## config.mk

```make
export PLATFORM = sky130hd
export DESIGN_NAME = rgba_over_compositor
export DESIGN_NICKNAME = d
export VERILOG_FILES = /design/src/roc_pkg.sv /design/src/roc_lane.sv /design/src/rgba_over_compositor.sv
export SDC_FILE = /design/constraint.sdc
export NUM_CORES = 2
export LEC_CHECK = 0
export BUFFER_PORTS_ARGS = -buffer_cell sky130_fd_sc_hd__buf_2
export CAP_MARGIN = 20
export CORE_UTILIZATION = 45
export DETAILED_ROUTE_END_ITERATION = 16
export PLACE_DENSITY = 0.71
export SYNTH_ARGS = -nofsm -noshare
export SYNTH_HDL_FRONTEND = slang
export SYNTH_SLANG_ARGS = --single-unit
```

## constraint.sdc

```tcl
create_clock -name i_clk -period 10.75 [get_ports i_clk]
set_input_delay 1.075 -clock i_clk [delete_from_list [all_inputs] [get_ports i_clk]]
set_output_delay 1.075 -clock i_clk [all_outputs]
set_load 0.01 [all_outputs]
```

## src/roc_pkg.sv

```systemverilog
// Types, codes and arithmetic helpers of the RGBA over compositor.
package roc_pkg;

    localparam int NUM_LANES  = 4;
    localparam int ALPHA_LANE = 3;
    localparam int CFG_IDX_W  = 3;
    localparam int CFG_DATA_W = 8;

    localparam logic [7:0]  CHAN_MAX    = 8'd255;
    localparam logic [7:0]  ROUND_HALF  = 8'd127;
    // Reciprocal of 255 scaled by 2^25; exact for every value below 132625.
    localparam logic [17:0] RECIP_255   = 18'd131587;

    typedef struct packed {
        logic [7:0] dst_red;
        logic [7:0] dst_green;
        logic [7:0] dst_blue;
        logic [7:0] dst_alpha;
        logic [7:0] src_red;
        logic [7:0] src_green;
        logic [7:0] src_blue;
        logic [7:0] src_alpha;
        logic [7:0] mask_value;
    } t_req;

    typedef struct packed {
        logic [7:0] out_red;
        logic [7:0] out_green;
        logic [7:0] out_blue;
        logic [7:0] out_alpha;
        logic       written;
    } t_rsp;

    typedef enum logic [2:0] {
        MODE_COPY       = 3'd0,
        MODE_OVER       = 3'd1,
        MODE_FILL       = 3'd2,
        MODE_COLOR_OVER = 3'd3,
        MODE_MASKED     = 3'd4
    } t_mode;

    typedef enum logic [2:0] {
        CFG_MODE  = 3'd0,
        CFG_RED   = 3'd1,
        CFG_GREEN = 3'd2,
        CFG_BLUE  = 3'd3,
        CFG_ALPHA = 3'd4
    } t_cfg_idx;

    typedef enum logic [1:0] {
        KIND_KEEP  = 2'd0,
        KIND_COPY  = 2'd1,
        KIND_FILL  = 2'd2,
        KIND_BLEND = 2'd3
    } t_kind;

    typedef enum logic [1:0] {
        OPND_SRC    = 2'd0,
        OPND_COLOR  = 2'd1,
        OPND_SCALED = 2'd2
    } t_opnd;

    typedef struct packed {
        t_kind kind;
        t_opnd opnd;
    } t_ctl;

    // Floor of x / 255 for any 17-bit x, by one multiplication.
    function automatic logic [9:0] div255(input logic [16:0] x);
        logic [34:0] prod;
        prod = {18'd0, x} * {17'd0, RECIP_255};
        return prod[34:25];
    endfunction

endpackage

```

## src/roc_lane.sv

```systemverilog
// One colour channel of the compositor: mask scaling, blend and result select.
module roc_lane (
    input  logic          i_clk,
    input  logic [7:0]    i_dst,
    input  logic [7:0]    i_src,
    input  logic [7:0]    i_color,
    input  logic [7:0]    i_mask,
    input  logic [7:0]    i_alpha,
    input  roc_pkg::t_ctl i_ctl_s2,
    input  roc_pkg::t_ctl i_ctl_s3,
    output logic [7:0]    o_operand,
    output logic [7:0]    o_pixel
);
    import roc_pkg::*;

    logic [7:0]  r_d1, r_s1, r_d2, r_s2, r_c2, r_d3, r_s3, r_pix;
    logic [15:0] r_n1, n_n1;
    logic [16:0] r_n3, n_n3;
    logic [7:0]  n_c2, n_pix;
    logic [9:0]  q_scale, q_blend;
    logic [7:0]  inv_alpha;
    logic [16:0] dst_prod;

    // Stage 1: numerator of the colour scaled by the mask.
    assign n_n1 = ({8'd0, i_color} * {8'd0, i_mask}) + {8'd0, ROUND_HALF};

    // Stage 2: scaled colour, then choice of the blend operand.
    assign q_scale = div255({1'b0, r_n1});
    assign n_c2    = q_scale[7:0];

    always_comb begin
        case (i_ctl_s2.opnd)
            OPND_COLOR:  o_operand = i_color;
            OPND_SCALED: o_operand = r_c2;
            default:     o_operand = r_s2;
        endcase
    end

    // Stage 3: blend numerator s*255 + d*(255-a) + 127.
    assign inv_alpha = CHAN_MAX - i_alpha;
    assign dst_prod  = {9'd0, r_d2} * {9'd0, inv_alpha};
    assign n_n3      = ({1'b0, o_operand, 8'd0} - {9'd0, o_operand}) + dst_prod
                     + {9'd0, ROUND_HALF};

    // Stage 4: quotient with clamp, and the final pick of the channel.
    assign q_blend = div255(r_n3);

    always_comb begin
        case (i_ctl_s3.kind)
            KIND_COPY:  n_pix = r_s3;
            KIND_FILL:  n_pix = i_color;
            KIND_BLEND: n_pix = (q_blend > {2'd0, CHAN_MAX}) ? CHAN_MAX : q_blend[7:0];
            default:    n_pix = r_d3;
        endcase
    end

    always_ff @(posedge i_clk) begin
        r_d1  <= i_dst;
        r_s1  <= i_src;
        r_n1  <= n_n1;
        r_d2  <= r_d1;
        r_s2  <= r_s1;
        r_c2  <= n_c2;
        r_d3  <= r_d2;
        r_s3  <= r_s2;
        r_n3  <= n_n3;
        r_pix <= n_pix;
    end

    assign o_pixel = r_pix;

endmodule

```

## src/rgba_over_compositor.sv

```systemverilog
// Top level of the premultiplied RGBA8 over compositor with four channel lanes.
//
//   Channel   Direction  Handshake              Payload
//   request   in         start high, busy low   i_req (destination, source, mask)
//   result    out        o_done for one cycle   o_rsp (pixel and written flag)
//   config    in         i_cfg_wr_en            i_cfg_index, i_cfg_data
//
// A request is taken every cycle; busy stays low. Each result is computed in
// a pipeline after its request: mask multiply, divide by 255, blend multiply and
// divide by 255 with clamp, one pipeline stage each, in all four lanes at once.
// Reset is synchronous and clears the valid pipeline and the configuration registers.
// The receiver cannot stall, so the pipeline never holds.
module rgba_over_compositor (
    input  logic                              i_clk,
    input  logic                              i_rst_n,
    input  logic                              start,
    output logic                              busy,
    input  roc_pkg::t_req                     i_req,
    output logic                              o_done,
    output roc_pkg::t_rsp                     o_rsp,
    input  logic                              i_cfg_wr_en,
    input  logic [roc_pkg::CFG_IDX_W-1:0]     i_cfg_index,
    input  logic [roc_pkg::CFG_DATA_W-1:0]    i_cfg_data
);
    import roc_pkg::*;

    logic [2:0] r_mode;
    logic [7:0] r_color [NUM_LANES];
    logic [3:0] r_vld, n_vld;
    logic [3:0] r_wr, n_wr;
    t_ctl       r_ctl1, r_ctl2, r_ctl3, n_ctl;
    logic       accept;

    logic [7:0] dst_lane [NUM_LANES];
    logic [7:0] src_lane [NUM_LANES];
    logic [7:0] opnd_lane [NUM_LANES];
    logic [7:0] pix_lane [NUM_LANES];

    assign busy   = 1'b0;
    assign accept = start && !busy;

    always_ff @(posedge i_clk) begin
        if (!i_rst_n) begin
            r_mode <= MODE_OVER;
            for (int i = 0; i < NUM_LANES; i++) begin
                r_color[i] <= 8'd0;
            end
        end else if (i_cfg_wr_en) begin
            unique case (t_cfg_idx'(i_cfg_index))
                CFG_MODE:  r_mode     <= i_cfg_data[2:0];
                CFG_RED:   r_color[0] <= i_cfg_data;
                CFG_GREEN: r_color[1] <= i_cfg_data;
                CFG_BLUE:  r_color[2] <= i_cfg_data;
                CFG_ALPHA: r_color[3] <= i_cfg_data;
                default:   ;
            endcase
        end
    end

    // Decide per request what the lanes produce; undefined modes keep the destination.
    always_comb begin
        n_ctl.kind = KIND_KEEP;
        n_ctl.opnd = OPND_SRC;
        unique case (t_mode'(r_mode))
            MODE_COPY: n_ctl.kind = KIND_COPY;
            MODE_OVER: begin
                if (i_req.src_alpha != 8'd0) begin
                    n_ctl.kind = KIND_BLEND;
                end
            end
            MODE_FILL: n_ctl.kind = KIND_FILL;
            MODE_COLOR_OVER: begin
                if (r_color[ALPHA_LANE] != 8'd0) begin
                    n_ctl.kind = KIND_BLEND;
                    n_ctl.opnd = OPND_COLOR;
                end
            end
            MODE_MASKED: begin
                if (r_color[ALPHA_LANE] != 8'd0 && i_req.mask_value != 8'd0) begin
                    n_ctl.kind = KIND_BLEND;
                    n_ctl.opnd = OPND_SCALED;
                end
            end
            default: ;
        endcase
    end

    assign n_vld = {r_vld[2:0], accept};
    assign n_wr  = {r_wr[2:0], n_ctl.kind != KIND_KEEP};

    always_ff @(posedge i_clk) begin
        if (!i_rst_n) begin
            r_vld <= 4'd0;
        end else begin
            r_vld <= n_vld;
        end
    end

    always_ff @(posedge i_clk) begin
        r_wr   <= n_wr;
        r_ctl1 <= n_ctl;
        r_ctl2 <= r_ctl1;
        r_ctl3 <= r_ctl2;
    end

    assign dst_lane[0] = i_req.dst_red;
    assign dst_lane[1] = i_req.dst_green;
    assign dst_lane[2] = i_req.dst_blue;
    assign dst_lane[3] = i_req.dst_alpha;
    assign src_lane[0] = i_req.src_red;
    assign src_lane[1] = i_req.src_green;
    assign src_lane[2] = i_req.src_blue;
    assign src_lane[3] = i_req.src_alpha;

    // The alpha lane's operand is the blend alpha for every lane.
    for (genvar g = 0; g < NUM_LANES; g++) begin : g_lane
        roc_lane u_lane (
            .i_clk     (i_clk),
            .i_dst     (dst_lane[g]),
            .i_src     (src_lane[g]),
            .i_color   (r_color[g]),
            .i_mask    (i_req.mask_value),
            .i_alpha   (opnd_lane[ALPHA_LANE]),
            .i_ctl_s2  (r_ctl2),
            .i_ctl_s3  (r_ctl3),
            .o_operand (opnd_lane[g]),
            .o_pixel   (pix_lane[g])
        );
    end

    assign o_done          = r_vld[3];
    assign o_rsp.out_red   = pix_lane[0];
    assign o_rsp.out_green = pix_lane[1];
    assign o_rsp.out_blue  = pix_lane[2];
    assign o_rsp.out_alpha = pix_lane[3];
    assign o_rsp.written   = r_wr[3];

endmodule

```

==> results_dict.tcl <==
set metrics [dict create \
    highest_layer "met5" \
    grt_max_degree 65 \
    max_stage_delay_ps 590 \
    cp-end-kind "flop" \
    insertion_delay_ps 640 \
    final_net_count 6382 \
    wl_met1_um 46800 \
    place_hpwl_um 84200 \
    cts_tree "done" \
    r2r-start "r_ctl2[0]" \
    routedWlPerCell_um 17.0 \
    placementRows 116 \
    cts_hold_buf 0 \
    grt_usage_pct 21.0 \
    fin_setup_tns_ps 0 \
    cp_top_family "adder cells" \
    drt_pass1_iterations 5 \
    reg_top3 "g_lane.u_lane.r_n3: 68 flops, g_lane.u_lane.r_n1: 64 flops" \
    ys.flop_type "dfxtp_1" \
    cp_num_buf_inv 6 \
    core_area_um2 100000 \
    endpoint "g_lane[3].u_lane.r_n3[16]" \
    route.met3.wl_um 5410 \
    cpMostUsedCell "inv_1" \
    relSlewSlack_pct 28.0 \
    antenna_found_initial 1 \
    largest_register_ffs 68 \
    rsz0062_at_grt "no" \
    cp.depth 24 \
    ant_nets 0 \
    die_area_um2 103000 \
    rrSetupSlack_ps 4050 \
    status "finished clean" \
    cts_sinks 441 \
    worstReg2RegEnd "g_lane[3].u_lane.r_n3[16]" \
    netlist_area_um2 45800 \
    period_share_pct 62.4 \
    syn-instance-count 4645 \
    dieWidth_um 321 \
    cp_slowest_cell "buf_4" \
    cts_buffers 52 \
    finalCriticalPeriod_ps 6700 \
    place.gp.congestion 0.923 \
    dr_wl_met2_um 48400 \
    setup_violations 0 \
    avgSynthCellArea_um2 9.86 \
    required_ps 11240 \
    synthArstFlopShare_pct 0 \
    cp_max_fo 64 \
    skew_ps 27.1 \
    hold_class "flop to flop" \
    worstPathCellList "inv_1 -> ha_2 -> buf_4 -> nor2_1 -> a21oi_4 -> buf_4 -> nand2_1 -> fa_1 -> inv_1 -> ha_1 -> inv_1 -> fa_1 -> fa_1 -> inv_1 -> ha_1 -> ha_1 -> a21o_1 -> a21oi_1 -> o21bai_1 -> a211oi_1 -> o31ai_1 -> o41ai_1 -> mux2i_1 -> nand4_1" \
    drc_errors 0 \
    drive_gt1_share_pct 6.41 \
    arrival_ps 7200 \
    tightest_slew_ps 1080 \
    io_pins 122 \
    die_h_um 321 \
    critPathLaunch "r_ctl2[0]" \
    io_buffers 120 \
    hold_viol 0 \
    reg2reg_depth 24 \
    clk_path_buf_depth 3 \
    netlist_top_cells_area "ha_1, fa_1, dfxtp_1" \
    netlist.area_leader.share_pct 30.2 \
    synth_fp_nets 6294 \
    cts_resized 0 \
    ys.warnings.count 0 \
    critPathLaunchType "flop" \
    antennaDiodeCount 0 \
    fmax_mhz 149 \
    top_register "g_lane.u_lane.r_n3" \
    synth-seq-cells 441 \
    cts-root-buf "clkbuf_16" \
    h-tree-depth 2 \
    post_cts_buffers 0 \
    drt_iter0_markers 1593 \
    syn2layout_area_growth_pct 8.65 \
    maxSlewViolCount 0 \
    vias 32000 \
    via_per_inst 5.22 \
    initial_core_util_pct 45.6 \
    grt_pass1_vias 33500 \
    synth_cell_types 81 \
    grt_pass1_wl_um 173000 \
    grt.overflow.total 0 \
    synth_largest_area_cell "ha_1" \
    synth_edf_count 32 \
    maxCapViolCount 0 \
    clk_pin_slew_ps 60 \
    wl_um 104000 \
    ys_seq_area_share_pct 20.0 \
    crit_type "flop to flop" \
]
-- through the flow --
stage                     setup WS (ps)  area [µm²]  std cells  utilization (%)  hold WS (ps)
after CTS                          4070       49800       6129             49.5           324
final                              4050       49800       6131             49.6           321
after global placement             4220       48000       6034             47.8           310
after global routing               3630       49800       6131             49.6           330
after detailed placement           4110       48000       6034             47.8           312
after floorplan                    4900       45800       4645                -           310
-- cell usage after synthesis, types with 21 or more instances --
| cell type | n |
|---|---|
| nand4_1 | 21 |
| clkbuf_1 | 97 |
| a21oi_1 | 152 |
| nand2_1 | 399 |
| a21o_1 | 56 |
| a22oi_1 | 34 |
| xnor2_1 | 115 |
| o21bai_1 | 22 |
| dfxtp_1 | 409 |
| nor2b_1 | 23 |
| nor3_1 | 38 |
| ha_1 | 1107 |
| mux2_2 | 24 |
| o21ai_0 | 82 |
| fa_1 | 455 |
| o22ai_1 | 26 |
| and2_1 | 237 |
| inv_1 | 807 |
| nand3_1 | 42 |
| and3_1 | 28 |
| edfxtp_1 | 32 |
| nor2_1 | 124 |
| xor2_1 | 35 |
-- worst min-delay path by stage --
stage	startpoint	end	depth (start not counted)
2_1_floorplan	g_lane[0].u_lane.r_d1[0]	g_lane[0].u_lane.r_d2[0]	0
3_3_place_gp	r_ctl1[2]	r_ctl2[2]	0
3_5_place_dp	g_lane[1].u_lane.r_d1[5]	g_lane[1].u_lane.r_d2[5]	0
4_1_cts	g_lane[3].u_lane.r_s1[5]	g_lane[3].u_lane.r_s2[5]	0
5_1_grt	g_lane[1].u_lane.r_s1[0]	g_lane[1].u_lane.r_s2[0]	0
6_report	g_lane[3].u_lane.r_s1[5]	g_lane[3].u_lane.r_s2[5]	0
-- routing by layer --
| layer | vias up | GRT usage [%] |
|---|---|---|
| met2 | 714 | 35.4 |
| li1 | 15500 | - |
| met3 | 182 | 2.68 |
| met1 | 15600 | 27.6 |
| met5 | - | 0 |
| met4 | 2 | 7.04 |
-- logic make-up (layout without fill, tap and decap cells) --
group	after synthesis	count (layout)	share of synthesized area, %
buffers and inverters	920	1049	7.55
flip-flops	441	441	20.0
AO/OA/AOI/OAI	542	542	7.93
adder cells (fa/ha/maj)	1562	1562	50.1
AND/OR/NAND/NOR	990	990	10.6
other	1	1	0.00818
multiplexers	39	39	1.00
XOR/XNOR	150	150	2.87
-- cells in the final DEF, fill, tap and decap left out, types with 23 or more instances in the layout --
master and n:
a21o_1 56, a21oi_1 144, a22oi_1 34, and2_1 237
and3_1 28, buf_2 121, buf_4 25, clkbuf_16 55
dfxtp_1 407, edfxtp_1 32, fa_1 455, ha_1 1106
inv_1 807, mux2_2 24, nand2_1 399, nand3_1 42
nor2_1 124, nor2b_1 23, nor3_1 38, o21ai_0 82
o22ai_1 26, xnor2_1 115, xor2_1 35
-- layout make-up --
type | count | area [µm²]
fillers | 9177 | 50700
multi-input cells | 3284 | 33300
flip-flops and latches | 441 | 9150
inverters | 807 | 3030
well taps | 1357 | 1700
clock buffers | 66 | 1440
repair buffers | 147 | 801
clock inverters | 29 | 354
Power is left out: the tool's default activity adds up to more than one toggle a clock period on the data nets, which glitch-free logic cannot reach.
